$ cat src/sv/sus_pkg.sv
// ----------------------------------------------------------------------------
// sus_pkg: shared types and constants for the sorted unique set
// Word formats, status and operation codes, sequencer states.
// ----------------------------------------------------------------------------
`default_nettype none

package sus_pkg;

  localparam int CAPACITY_DEF = 32;
  localparam int VALUE_W      = 32;
  localparam int COUNT_W      = 6;

  typedef enum logic {
    KIND_INSERT = 1'b0,
    KIND_DELETE = 1'b1
  } kind_t;

  typedef enum logic [1:0] {
    ST_DONE    = 2'd0,
    ST_REFUSED = 2'd1,
    ST_FULL    = 2'd2
  } status_t;

  typedef enum logic [2:0] {
    S_IDLE,
    S_SCAN,
    S_DPREP,
    S_DUMP
  } state_t;

  typedef struct packed {
    kind_t                     kind;
    logic signed [VALUE_W-1:0] value;
  } req_t;

  typedef struct packed {
    status_t                   status;
    logic [COUNT_W-1:0]        count;
    logic signed [VALUE_W-1:0] element;
    logic                      element_valid;
    logic                      last;
  } rsp_t;

  // compare result of a stored word against the request value
  typedef struct packed {
    logic lt;
    logic eq;
  } cmp_t;

  // one dump word handed to the output register
  typedef struct packed {
    logic load;
    rsp_t data;
  } dump_t;

endpackage

`default_nettype wire

$ cat src/sv/sus_ram.sv
// ----------------------------------------------------------------------------
// sus_ram: generic single-write, single-read RAM
// One write port and one read port with registered read data, no reset.
// ----------------------------------------------------------------------------
`default_nettype none

module sus_ram #(
  parameter int WIDTH = 32,
  parameter int DEPTH = 32,
  parameter int AW    = (DEPTH > 1) ? $clog2(DEPTH) : 1
) (
  input  wire logic             clk,
  input  wire logic             we,
  input  wire logic [AW-1:0]    waddr,
  input  wire logic [WIDTH-1:0] wdata,
  input  wire logic [AW-1:0]    raddr,
  output logic      [WIDTH-1:0] rdata
);

  logic [WIDTH-1:0] mem [DEPTH];

  // write and read, read data registered
  always_ff @(posedge clk) begin
    if (we) begin
      mem[waddr] <= wdata;
    end
    rdata <= mem[raddr];
  end

endmodule

`default_nettype wire

$ cat src/sv/sus_cmp.sv
// ----------------------------------------------------------------------------
// sus_cmp: signed word comparator
// Compares one stored word against the request value, signed 32-bit.
// ----------------------------------------------------------------------------
`default_nettype none

module sus_cmp
  import sus_pkg::*;
(
  input  wire logic        [VALUE_W-1:0] a,
  input  wire logic signed [VALUE_W-1:0] b,
  output cmp_t                           res
);

  // compare as two's complement
  always_comb begin
    res.lt = $signed(a) < b;
    res.eq = $signed(a) == b;
  end

endmodule

`default_nettype wire

$ cat src/sv/sus_ctrl.sv
// ----------------------------------------------------------------------------
// sus_ctrl: request sequencer for the sorted unique set
// Scans the store once per request, shifting entries while it goes, then
// dumps the store in order through the shared RAM read port.
// ----------------------------------------------------------------------------
`default_nettype none

module sus_ctrl
  import sus_pkg::*;
#(
  parameter int CAPACITY = CAPACITY_DEF,
  parameter int AW       = (CAPACITY > 1) ? $clog2(CAPACITY) : 1,
  parameter int CW       = $clog2(CAPACITY + 1)
) (
  input  wire logic               clk,
  input  wire logic               rst,
  input  wire logic               req_valid,
  input  wire req_t               req,
  output logic                    req_stall,
  input  wire logic               out_free,
  output dump_t                   dump,
  output logic                    we,
  output logic [AW-1:0]           waddr,
  output logic [VALUE_W-1:0]      wdata,
  output logic [AW-1:0]           raddr,
  input  wire logic [VALUE_W-1:0] rdata
);

  state_t                    state, state_next;
  kind_t                     kind;
  logic signed [VALUE_W-1:0] value;
  logic [CW-1:0]             cnt, cnt_next;
  logic [CW-1:0]             idx, idx_next;
  logic                      hit, hit_next;
  logic [VALUE_W-1:0]        carry, carry_next;
  status_t                   status, status_next;

  logic                      finish;
  logic                      at_end;
  logic                      full;
  logic                      last_now;
  logic [CW-1:0]             idx_p1;
  logic [CW-1:0]             idx_m1;
  logic [CW+COUNT_W-1:0]     cnt_ext;
  cmp_t                      cmp;

  sus_cmp u_cmp (
    .a   (rdata),
    .b   (value),
    .res (cmp)
  );

  assign idx_p1    = idx + CW'(1);
  assign idx_m1    = idx - CW'(1);
  assign at_end    = (idx == cnt);
  assign full      = (cnt == CW'(CAPACITY));
  assign last_now  = (cnt == '0) || (idx_p1 == cnt);
  assign cnt_ext   = (CW + COUNT_W)'(cnt);
  assign req_stall = (state != S_IDLE);

  // next state
  always_comb begin
    state_next = state;
    case (state)
      S_IDLE: begin
        if (req_valid) state_next = S_SCAN;
      end
      S_SCAN: begin
        if (finish) state_next = S_DPREP;
      end
      S_DPREP: begin
        state_next = S_DUMP;
      end
      S_DUMP: begin
        if (out_free && last_now) state_next = S_IDLE;
      end
      default: state_next = S_IDLE;
    endcase
  end

  // datapath control: RAM ports, scan decisions, dump words
  always_comb begin
    we          = 1'b0;
    waddr       = idx[AW-1:0];
    wdata       = carry;
    raddr       = '0;
    finish      = 1'b0;
    cnt_next    = cnt;
    idx_next    = idx;
    hit_next    = hit;
    carry_next  = carry;
    status_next = status;
    dump        = '0;
    case (state)
      S_IDLE: begin
        idx_next = '0;
        hit_next = 1'b0;
      end
      S_SCAN: begin
        raddr    = idx_p1[AW-1:0];
        idx_next = idx_p1;
        if (kind == KIND_INSERT) begin
          if (at_end) begin
            finish = 1'b1;
            if (hit) begin
              we          = 1'b1;
              cnt_next    = cnt + CW'(1);
              status_next = ST_DONE;
            end else if (full) begin
              status_next = ST_FULL;
            end else begin
              we          = 1'b1;
              wdata       = value;
              cnt_next    = cnt + CW'(1);
              status_next = ST_DONE;
            end
          end else if (hit) begin
            // shift one slot up
            we         = 1'b1;
            carry_next = rdata;
          end else if (cmp.eq) begin
            finish      = 1'b1;
            status_next = ST_REFUSED;
          end else if (!cmp.lt) begin
            if (full) begin
              finish      = 1'b1;
              status_next = ST_FULL;
            end else begin
              we         = 1'b1;
              wdata      = value;
              carry_next = rdata;
              hit_next   = 1'b1;
            end
          end
        end else begin
          if (at_end) begin
            finish = 1'b1;
            if (hit) begin
              cnt_next    = cnt - CW'(1);
              status_next = ST_DONE;
            end else begin
              status_next = ST_REFUSED;
            end
          end else if (hit) begin
            // shift one slot down
            we    = 1'b1;
            waddr = idx_m1[AW-1:0];
            wdata = rdata;
          end else if (cmp.eq) begin
            hit_next = 1'b1;
          end else if (!cmp.lt) begin
            finish      = 1'b1;
            status_next = ST_REFUSED;
          end
        end
        if (finish) idx_next = '0;
      end
      S_DPREP: begin
        raddr    = '0;
        idx_next = '0;
      end
      S_DUMP: begin
        raddr = idx[AW-1:0];
        if (out_free) begin
          dump.load               = 1'b1;
          dump.data.status        = status;
          dump.data.count         = cnt_ext[COUNT_W-1:0];
          dump.data.element       = (cnt == '0) ? '0 : $signed(rdata);
          dump.data.element_valid = (cnt != '0);
          dump.data.last          = last_now;
          raddr                   = idx_p1[AW-1:0];
          idx_next                = idx_p1;
        end
      end
      default: begin
        idx_next = '0;
      end
    endcase
  end

  // hold control state
  always_ff @(posedge clk) begin
    if (rst) begin
      state <= S_IDLE;
      cnt   <= '0;
      idx   <= '0;
      hit   <= 1'b0;
    end else begin
      state <= state_next;
      cnt   <= cnt_next;
      idx   <= idx_next;
      hit   <= hit_next;
    end
  end

  // capture request and scan payload
  always_ff @(posedge clk) begin
    if (state == S_IDLE && req_valid) begin
      kind  <= req.kind;
      value <= req.value;
    end
    carry  <= carry_next;
    status <= status_next;
  end

  // writes happen only during the scan
  assert property (@(posedge clk) disable iff (rst) we |-> state == S_SCAN)
    else $error("store written outside scan");

  // count stays within capacity
  assert property (@(posedge clk) disable iff (rst) cnt <= CW'(CAPACITY))
    else $error("count above capacity");

  // the last dump word returns the sequencer to idle
  assert property (@(posedge clk) disable iff (rst)
    dump.load && dump.data.last |=> state == S_IDLE)
    else $error("no return to idle after last word");

  // an empty store dumps one word with no element
  assert property (@(posedge clk) disable iff (rst)
    dump.load && !dump.data.element_valid |-> dump.data.last && cnt == '0)
    else $error("empty dump word malformed");

  // an accepted request starts a scan
  assert property (@(posedge clk) disable iff (rst)
    req_valid && !req_stall |=> state == S_SCAN)
    else $error("accepted request did not start scan");

endmodule

`default_nettype wire

$ cat src/sv/sorted_unique_set.sv
// ----------------------------------------------------------------------------
// sorted_unique_set: bounded ascending set of distinct signed words
// Sequence: the request is captured in idle, the store is scanned in S_SCAN,
//   S_DPREP sets up the first read, and S_DUMP hands out the words in order.
// Requests: no new request is taken until the last dump word of the previous
//   one is loaded, and the dump waits while the output stalls; one RAM read port
//   serves scan and dump.
// Reset: count cleared, sequencer idle, output empty; entries undefined.
// ----------------------------------------------------------------------------
`default_nettype none

module sorted_unique_set
  import sus_pkg::*;
#(
  parameter int CAPACITY = CAPACITY_DEF
) (
  input  wire logic clk,
  input  wire logic rst,
  input  wire logic req_valid,
  output logic      req_stall,
  input  wire req_t req,
  output logic      rsp_valid,
  input  wire logic rsp_stall,
  output rsp_t      rsp
);

  localparam int AW = (CAPACITY > 1) ? $clog2(CAPACITY) : 1;
  localparam int CW = $clog2(CAPACITY + 1);

  logic               we;
  logic [AW-1:0]      waddr;
  logic [VALUE_W-1:0] wdata;
  logic [AW-1:0]      raddr;
  logic [VALUE_W-1:0] rdata;
  logic               out_free;
  dump_t              dump;

  sus_ram #(
    .WIDTH (VALUE_W),
    .DEPTH (CAPACITY),
    .AW    (AW)
  ) u_ram (
    .clk   (clk),
    .we    (we),
    .waddr (waddr),
    .wdata (wdata),
    .raddr (raddr),
    .rdata (rdata)
  );

  sus_ctrl #(
    .CAPACITY (CAPACITY),
    .AW       (AW),
    .CW       (CW)
  ) u_ctrl (
    .clk       (clk),
    .rst       (rst),
    .req_valid (req_valid),
    .req       (req),
    .req_stall (req_stall),
    .out_free  (out_free),
    .dump      (dump),
    .we        (we),
    .waddr     (waddr),
    .wdata     (wdata),
    .raddr     (raddr),
    .rdata     (rdata)
  );

  assign out_free = !rsp_valid || !rsp_stall;

  // hold the output word until taken
  always_ff @(posedge clk) begin
    if (rst) begin
      rsp_valid <= 1'b0;
    end else if (dump.load) begin
      rsp_valid <= 1'b1;
    end else if (!rsp_stall) begin
      rsp_valid <= 1'b0;
    end
  end

  always_ff @(posedge clk) begin
    if (dump.load) begin
      rsp <= dump.data;
    end
  end

endmodule

`default_nettype wire

$ cat config.mk
export PLATFORM = sky130hd
export DESIGN_NAME = sorted_unique_set
export DESIGN_NICKNAME = d
export VERILOG_FILES = /design/src/sv/sus_pkg.sv /design/src/sv/sus_ram.sv /design/src/sv/sus_cmp.sv /design/src/sv/sus_ctrl.sv /design/src/sv/sorted_unique_set.sv
export SDC_FILE = /design/constraint.sdc
export NUM_CORES = 1
export LEC_CHECK = 0
export BUFFER_PORTS_ARGS = -buffer_cell sky130_fd_sc_hd__buf_2
export CAP_MARGIN = 15
export CORE_MARGIN = 2
export CORE_UTILIZATION = 44
export CTS_CLUSTER_SIZE = 30
export DETAILED_ROUTE_END_ITERATION = 12
export HOLD_SLACK_MARGIN = 0.02
export PLACE_DENSITY = 0.59
export SETUP_SLACK_MARGIN = 0.2
export SYNTH_ARGS = -nofsm -noshare
export SYNTH_HDL_FRONTEND = slang
export SYNTH_HIERARCHICAL = 1
export SYNTH_SLANG_ARGS = --single-unit
$ cat constraint.sdc
create_clock -name clk -period 6 [get_ports clk]
set_clock_uncertainty 0.05 [all_clocks]
set_input_delay 0.3 -clock clk [delete_from_list [all_inputs] [get_ports clk]]
set_output_delay 0.3 -clock clk [all_outputs]
set_load 0.05 [all_outputs]
---- Word level (Yosys, flattened, before mapping) ----
Memory sizes are Yosys's and may differ from the RTL's. A register that Yosys moved wholly into a read port is not among the register bits.
Index checks and enable logic that the tools add are counted.
Widths: inputs -> output; s select.
word-level totals
  input port bits ......................... 37
  ROM bits ................................ 0
  bits in writable memories ............... 1024
  bits in registers ....................... 126
  output and inout port bits .............. 44
  memories kept ........................... 1
  bits in latches ......................... 0
  word-level logic and storage cells ...... 145
operators by class
  multipliers ............................. 0
  mux-type cells .......................... 81
  div/mod/pow operators ................... 0
  magnitude comparators ................... 1
  reduce and logical (&&, ||, !) cells .... 19
  shifts and indexed selects .............. 0
  bitwise logic cells ..................... 4
  add/sub/neg operators ................... 4
  equal/unequal tests ..................... 21
memories
  name       depth  bits a word  read ports  clocked after memory_dff  wr ports  RTL line       RTL
  u_ram.mem  32     32           1           1                         1         sus_ram.sv:20  logic [WIDTH-1:0] mem [DEPTH];
operators with widths
  kind                 count
  $mux 32              15
  $mux 43              2
  $mux 6               8
  $eq 32x32->1         1
  $lt 32x32->1         1
  $mux 1               32
  $mux 5               5
  $mux 2               12
  $ne 2x1->1 const B   7
  $add 6x1->6 const B  2
  $eq 6x6->1           2
  $pmux 3 s4           1
  $pmux 6 s2           1
  $reduce_and 6->1     2
  $pmux 5 s2           1
  $mux 3               3
  $ne 2x2->1 const B   4
  $eq 3x2->1 const B   2
  $eq 6x6->1 const B   1
  $logic_not 6->1      1
  $ne 3x3->1 const B   2
  $reduce_bool 6->1    1
  $sub 6x1->6 const B  1
  $sub 5x1->5 const B  1
  other kinds (15)     22

---- Longest topological paths before layout ----
Gate-level depths: netlist of the first run.
  word-level depth ........................ 11
  depth in mapped cells ................... 14
  depth with buffers taken out ............ 13

---- Cells and area by module ----
Netlist of the first run, hierarchy kept.
modules (own cells, without submodules)
  module             area each (µm²)  times used  seq. area each (µm²)  cells each
  sus_ram            40492.6          1           31390.1               2260
  sus_ctrl           4534.3           1           2312.2                414
  sorted_unique_set  1293.7           1           1281.2                46
  sus_cmp            820.8            1           0.0                   113

---- Least setup slack after synthesis of the first run ----
No wires, ideal clock.
  path type ............................... reg-to-reg
  start point ............................. reg u_ctrl.value[14]
  end point ............................... mem u_ram.mem[28][0], enable pin
  clock period less this slack ............ 4.617 ns
  cell stages (with the launch flop) ...... 14
  data required time ...................... 5.529 ns
  data arrival time ....................... 4.146 ns
  slack ................................... 1.383 ns
  buffers on the path ..................... 1
  library setup time ...................... 0.421 ns
  cell sequence ........................... edfxtp_1 > inv_1 > ha_1 > nand4_1 > nor4_2 > a21boi_2 > o31a_1 > o22ai_2 > nor2_1 > o21ai_0 > a21oi_1 > or3b_2 > clkbuf_1 > nor2_1
RTL lines
  item                      RTL line         RTL
  start: declaration        sus_ctrl.sv:31   logic signed [VALUE_W-1:0] value;
  start signal: assignment  sus_ctrl.sv:200  value <= req.value;
  end: declaration          sus_ram.sv:20

==> impl_metrics.csv, run 1 <==
group,metric,value,unit
clocking,cts_inserted_buffers,118,
hold_path,hold_end,"u_ctrl/state[1]",
flow_run,cap_violations,0,
sta,drv_slew,0,
synthesis,synth_top_area_frac,0.722,
setup_path,crit_family,"simple AND/OR/NAND/NOR gates",
route,avgRoutedWirePerCell,26.8,um
synthesis,syn_area_per_cell,16.6,um2
sta,finalHoldViolCount,0,
clocking,cts.repair.resized,0,
final_layout,drive_above_1_share,0.147,
final_layout,instances_no_fill,4536,
sta,min_period_over_period,0.833,
sta,tns,0,ps
synthesis,netlist_instances,2833,
setup_path,worstPathRequired,6360,ps
clocking,clockBufferDepth,3,
grt,antenna_found_initial,6,
clocking,clk_root_buffer_cell,"clkbuf_16",
route,num_vias,26154,
final_layout,n_fill_cell,8629,
place,placed_cells,4275,
floorplanning,core-area,107000,um2
route,vias_per_cell,5.77,
hold_path,hp-class,"primary input to flip-flop",
synthesis,synth_edf_count,1133,
final_layout,nets,3108,
clocking,ctsHoldBuffers,36,
clocking,cts_tree,"yes",
power_and_ir_drop,vdd_drop_max,439,uV
sta,setup_violations,0,
setup_path,critPathSlowestCell,"nor2_4",
synthesis,synthAdderAreaFrac,0.0116,
setup_path,r2r_setup_slack,1000,ps
floorplanning,die_h,331,um
setup_path,slowest_delay,800,ps
grt,grt_pass1_wl,178000,um
synthesis,synth_fp_nets,2913,
clocking,post_cts_buffers,0,
setup_path,path_class,"flip-flop to flip-flop",
place,port_buffers,80,
route,drtAntennaViolNets,0,
synthesis,synth_area,47100,um2
synthesis,synth-seq-cells,1181,
grt,grt_use_total,0.218,
clocking,clk_pin_slew,60,ps
setup_path,startpoint_type,"flip-flop",
place,gp_congestion,0.833,
hold_path,hold_depth,4,
route,drt-initial-drc-count,2662,
route,dr.pass1.iters,5,
hold_path,hp-start,"req_valid",
sta,rsz0062_at_grt,"false",
synthesis,synth_xor_area_frac,0.00427,
synthesis,synth_flop_cell,"edfxtp_1",
sta,worstMarginPinSlew,1080,ps
setup_path,critPathArrivalTime,5360,ps
place,dp_hpwl,73200,um
sta,fin_ws,999,ps
sta,slew_headroom,0.274,
setup_path,regToRegEndpoint,"u_ram/mem[17][2]",
clocking,h-tree-depth,3,
setup_path,path_buf_inv,2,
sta,period_needed,5000,ps
final_layout,area_delta_synth_final,15.8,%
setup_path,worst-path-max-fanout,17,
power_and_ir_drop,p_leak,0.0181,uW
route,routed_wl,122000,um
synthesis,synthSimpleGateAreaFrac,0.0426,
synthesis,yosys.area.top_type,"edfxtp_1",
clocking,insertion_delay,720,ps
setup_path,end_kind,"flip-flop",
power_and_ir_drop,powerDensity,499,nW/um2
sta,fmax,0.200,GHz
floorplanning,die_w,331,um
synthesis,synth.distinct_cells,60,
synthesis,ys_seq_area_frac,0.742,
grt,grt_pass1_vias,26099,
synthesis,synthMuxAreaShare,0.117,
synthesis,ys_top_cells_by_area,"edfxtp_1, mux2i_1, dfxtp_1",
floorplanning,ios,81,
synthesis,synth_top_family_by_area,"multiplexers",
grt,grt_start_max_net_pins,100,
synthesis,yosysWarnings,6,
sta,whs,110,ps
route,drc_errors,0,
place,dp_slack,1030,ps
grt,grt_overflow,0,
floorplanning,dieArea,110000,um2
run_status,status,"finished, final reports clean",
setup_path,cp_cell_sequence,"inv_1 -> ha_1 -> nand4_2 -> nor4_1 -> o31a_1 -> o22ai_2 -> nor2_1 -> o21ai_0 -> a21oi_1 -> nand3b_1 -> nor2_4 -> buf_12",
synthesis,synth-compound-area-share,0.0594,
synthesis,synth_async_sr_flop_share,0,
clocking,numClockSinks,1181,
setup_path,reg2reg_from,"u_ctrl/value[31]",
floorplanning,core.rowCount,120,
setup_path,worst_r2r_path_depth,12,
floorplanning,initial_core_util,0.442,
==> worst min-delay path: cells and delay by family <==
| kind | cells | cell delay [ps] |
|---|---|---|
| mux | 1 | 130 |
| simple gates | 1 | 140 |
| compound gates | 1 | 110 |
| buf+inv | 1 | 110 |
==> report_power, final <==
| group | switching (uW) | internal [uW] |
|---|---|---|
| logic | 5530 | 3350 |
| registers | 259 | 10200 |
| clock network | 3150 | 4770 |
| total | 8930 | 18300 |
==> worst max-delay path by stage <==
| stage | from | end | slack, ps | depth (start not counted) |
|---|---|---|---|---|
| after floorplan | u_ctrl/value[14] | u_ram/mem[28][0] | 1380 | 13 |
| after global placement | u_ctrl/value[31] | u_ram/mem[17][6] | 1210 | 12 |
| after detailed placement | u_ctrl/value[31] | u_ram/mem[17][7] | 1030 | 12 |
| after CTS | u_ctrl/value[31] | u_ram/mem[29][2] | 1020 | 12 |
| after global routing | u_ctrl/value[31] | u_ram/mem[29][3] | 730 | 12 |
| final | u_ctrl/value[31] | u_ram/mem[17][2] | 1000 | 12 |
==> synth_stat cells (all sizes together), types with 9 or more instances <==
cell    number
clkbuf      58
nor3        37
and2        37
a21oi      125
nand3      105
dfxtp       48
a22o        65
a31oi       34
nor2        69
nand4        9
buf         98
nand2      116
edfxtp    1133
ha          42
inv         48
xnor2       15
o21ai       39
mux2i      548
a22oi      125
==> per-stage QoR <==
stage	power, uW	utilization	cell area, um2
detailed placement	19400	0.469	50000
floorplan	17000	-	47100
CTS	27300	0.512	54600
finish	27200	0.512	54600
global placement	19300	0.469	50000
global route	28200	0.512	54600
==> registers in the layout (all words and copies together), names as in the netlist, 2 cells and up <==
name,cells
u_ram/mem,1024
rsp,42
u_ctrl/carry,32
u_ctrl/value,32
u_ram/rdata,32
u_ctrl/cnt,6
u_ctrl/idx,6
u_ctrl/state,2
u_ctrl/status,2
==> per-layer routing <==
| metal | global-route usage | part of all wire |
|---|---|---|
| met5 | 0 | 0.000090 |
| met2 | 0.348 | 0.47 |
| met4 | 0.0470 | 0.019 |
| met3 | 0.0316 | 0.069 |
| met1 | 0.319 | 0.44 |
==> final cells by class <==
class / count / area [um2] / area share
Clock buffer: 140 / 3110 / 0.0569
Sequential cell: 1181 / 35000 / 0.641
Tap cell: 1403 / 1760 / 0.0322
Timing Repair Buffer: 231 / 1970 / 0.0362
Multi-Input combinational cell: 1448 / 11500 / 0.210
Clock inverter: 83 / 1130 / 0.0206
Antenna cell: 2 / 5.00 / 0.0000917
Inverter: 48 / 180 / 0.00330
==> cells by family (layout without fill, tap and decap cells) <==
group           count (synthesis)  after routing
fa+ha+maj                      43             43
mux                           549            549
simple gates                  417            417
xor+xnor                       23             23
other cells                     0              2
buf+inv                       204            502
flops                        1181           1181
compound gates                416            416
==> placed cells by master (no fill, tap or decap), types with 9 or more instances in the layout <==
cell	netlist	routed
dfxtp_1	48	48
a22o_1	65	65
clkbuf_16	0	118
a21oi_1	124	123
o21ai_2	0	20
buf_12	0	28
edfxtp_1	1133	1133
xnor2_1	15	15
bufinv_16	0	25
clkinv_1	0	24
clkinv_2	0	22
o21ai_1	5	9
nor3_1	37	36
nand3_1	105	105
nand2_1	116	114
buf_4	37	87
inv_1	48	47
nor2_4	0	33
nor2_1	69	35
a22oi_1	125	125
mux2i_1	548	548
buf_2	36	80
a31oi_1	34	34
dlygate4sd3_1	0	36
and2_1	37	35
ha_1	42	42
clkbuf_1	56	15
Note: power is estimated with default switching activity, not from simulation.
==> inputs of run 2 (changes only) <==
--- a/config.mk
+++ b/config.mk
@@ -5,6 +5,7 @@
 export SDC_FILE = /design/constraint.sdc
 export NUM_CORES = 1
 export LEC_CHECK = 0
+export ABC_AREA = 1
 export BUFFER_PORTS_ARGS = -buffer_cell sky130_fd_sc_hd__buf_2
 export CAP_MARGIN = 15
 export CORE_MARGIN = 2
==> constraint.sdc (replaced) <==
create_clock -name clk -period 5 [get_ports clk]
set_clock_uncertainty 0.05 [all_clocks]
set_input_delay 0.25 -clock clk [delete_from_list [all_inputs] [get_ports clk]]
set_output_delay 0.25 -clock clk [all_outputs]
set_load 0.05 [all_outputs]
==> impl_metrics.csv, run 2 <==
group,metric,value,unit
synthesis,yosysWarnings,6,
power_and_ir_drop,vdd_drop_max,517,uV
run_status,status,"finished, final reports clean",
setup_path,critPathSlowestCell,"dfxtp_1",
sta,period_needed,4080,ps
final_layout,reg.largest.list,"u_ram/mem (1024), rsp (42)",
flow_run,cap_violations,0,
floorplanning,dieArea,118000,um2
sta,min_period_over_period,0.816,
setup_path,path_buf_inv,3,
hold_path,hold_depth,2,
synthesis,synth_async_sr_flop_share,0,
synthesis,yosysMostFrequentCell,"nand2_1",
synthesis,synth_area,50600,um2
floorplanning,ios,81,
final_layout,drive_above_1_share,0.106,
clocking,post_cts_buffers,0,
floorplanning,initial_core_util,0.443,
synthesis,yosys.area.top_type,"edfxtp_1",
setup_path,worst-path-max-fanout,32,
synthesis,synth-seq-cells,1181,
setup_path,path_class,"flip-flop to flip-flop",
clocking,clockBufferDepth,3,
hold_path,hold_end,"u_ctrl/value[28]",
grt,grt_use_total,0.239,
floorplanning,core-area,114000,um2
route,num_vias,34398,
setup_path,startpoint_type,"flip-flop",
setup_path,r2r_setup_slack,920,ps
sta,tns,0,ps
route,drt-initial-drc-count,3651,
setup_path,crit_family,"simple AND/OR/NAND/NOR gates",
synthesis,synth_top_area_frac,0.673,
final_layout,mostFrequentLayoutCell,"nand2_1",
hold_path,hp-start,"req[28]",
sta,setup_violations,0,
power_and_ir_drop,p_leak,0.0214,uW
clocking,clk_root_buffer_cell,"clkbuf_16",
route,drtAntennaViolNets,0,
place,port_buffers,80,
final_layout,area_delta_synth_final,13.2,%
route,dr.pass1.iters,5,
floorplanning,die_w,343,um
route,drc_errors,0,
route,routed_wl,142000,um
setup_path,cp_cell_sequence,"ha_1 -> nand2_1 -> nor3_1 -> nand4_1 -> nor3_1 -> nor2_1 -> inv_1 -> nor2_1 -> nand2_4 -> inv_1 -> nor2_4 -> nand2_1 -> nand3_1 -> nand2_1 -> a21oi_2 -> buf_4",
grt,grt_pass1_wl,210000,um
clocking,cts_tree,"yes",
route,avgRoutedWirePerCell,22.5,um
grt,grt_pass1_vias,32610,
grt,grt_overflow,0,
sta,drv_slew,0,
setup_path,end_kind,"flip-flop",
synthesis,synthTopCellsByCount,"nand2_1, edfxtp_1, nand3_1",
power_and_ir_drop,powerDensity,545,nW/um2
grt,antenna_found_initial,1,
sta,worstMarginPinSlew,1010,ps
hold_path,hp-class,"primary input to flip-flop",
clocking,numClockSinks,1181,
clocking,h-tree-depth,3,
sta,slew_headroom,0.321,
clocking,clk_pin_slew,70,ps
final_layout,final_cell_mix,"nand2_1, edfxtp_1, nand3_1",
synthesis,synth_flop_cell,"edfxtp_1",
final_layout,largest_reg_flops,1024,
setup_path,worst_r2r_path_depth,16,
setup_path,reg2reg_from,"u_ram/rdata[4]",
synthesis,synth_edf_count,1133,
setup_path,slowest_delay,770,ps
setup_path,crit_top_cell,"nand2_1",
synthesis,syn_area_per_cell,11.1,um2
sta,fmax,0.245,GHz
final_layout,postLayoutCoreUtil,0.501,
synthesis,synth_fp_nets,4638,
final_layout,nets,4772,
synthesis,synth.distinct_cells,46,
place,dp_hpwl,80100,um
floorplanning,core.rowCount,124,
clocking,insertion_delay,720,ps
clocking,cts.repair.resized,0,
setup_path,worstPathRequired,5420,ps
floorplanning,die_h,343,um
route,vias_per_cell,5.45,
sta,rsz0062_at_grt,"false",
grt,grt_start_max_net_pins,101,
synthesis,ys_seq_area_frac,0.692,
sta,finalHoldViolCount,0,
synthesis,netlist_instances,4558,
setup_path,regToRegEndpoint,"u_ram/mem[27][19]",
synthesis,ys_top_cells_by_area,"edfxtp_1, nand2_1, nand3_1",
place,gp_congestion,0.847,
clocking,cts_inserted_buffers,117,
final_layout,max_flop_register,"u_ram/mem",
setup_path,critPathArrivalTime,4500,ps
## run 2: cell count changes in the layout (fill, tap and decap cells not counted), sizes merged, moves of 23 or more
cell | before | now
nand2 | 116 | 1727
nand3 | 105 | 834
mux2i | 548 | 0
inv | 50 | 160
a22oi | 125 | 17
nor2 | 69 | 139
a22o | 65 | 0
a21oi | 125 | 65
buf | 195 | 236
and2 | 37 | 0
nor3 | 37 | 4
o21ai | 39 | 72
a31oi | 34 | 2
o211ai | 2 | 25
## run 2: where the power goes
part | total [uW] | leakage, uW | internal [uW] | switching, uW
sequential | 13000 | 0.0106 | 12400 | 544
clock | 8830 | 0.00188 | 5060 | 3780
combinational | 9400 | 0.00888 | 2540 | 6860
## run 2: what timing repair did
item                                    in CTS  in global routing
endpoints found under the setup margin       0                  0
hold endpoints to repair                    44                  0
hold buffers                                38                  0
## run 2: layer usage
metal  global-route usage  share of wire  up-vias
met3               0.0336          0.079      203
met5                    0              0        -
met1                0.332           0.42    16805
li1                     -              -    15990
met4               0.0694          0.024        0
met2                0.392           0.48     1400
## run 2: how the worst max path moves through the flow
stage	slack [ps]	to	startpoint	cells past startpoint
6_report	920	u_ram/mem[27][19]	u_ram/rdata[4]	16
4_1_cts	970	u_ram/mem[2][19]	u_ram/rdata[4]	16
3_5_place_dp	1010	u_ram/mem[30][19]	u_ram/rdata[13]	16
5_1_grt	710	u_ram/mem[8][19]	u_ram/rdata[10]	16
2_1_floorplan	1060	u_ram/mem[31][0]	u_ctrl/value[31]	14
3_3_place_gp	1010	u_ram/mem[28][19]	u_ram/rdata[13]	16
## run 2: logic make-up after synthesis
logic type	count (synthesis)	share of synthesized area
XOR/XNOR	14	0.00257
AND/OR/NAND/NOR	2714	0.225
adder cells (fa/ha/maj)	43	0.0108
AO/OA/AOI/OAI	187	0.0218
buffers and inverters	419	0.0475
flip-flops	1181	0.692
## run 2: cell type report
cell class,count,area [um2]
repair buffers,274,2350
inverters,160,634
fillers,10112,56900
diodes,2,5.00
clock buffers,142,3080
flip-flops and latches,1181,35000
multi-input cells,2958,13500
clock inverters,78,773
well taps,1512,1890
## run 2: worst register-to-register path, delay by kind of cell, from the launching register on
kind	cells	cell delay [ps]
AND/OR/NAND/NOR	11	1870
flip-flops	1	770
buffers and inverters	3	640
adder cells (fa/ha/maj)	1	270
AO/OA/AOI/OAI	1	200
## run 2: stage by stage
stage / instances / power [uW] / hold slack (ps) / cell area, um2 / setup WS [ps]
6_report: 6307 / 31200 / 186 / 57200 / 921
5_1_grt: 6305 / 32800 / 173 / 57200 / 708
4_1_cts: 6305 / 31300 / 147 / 57200 / 973
3_5_place_dp: 6047 / 22500 / 378 / 53000 / 1010
3_3_place_gp: 6047 / 22400 / 379 / 53000 / 1010
2_1_floorplan: 4558 / 19900 / 262 / 50600 / 1060
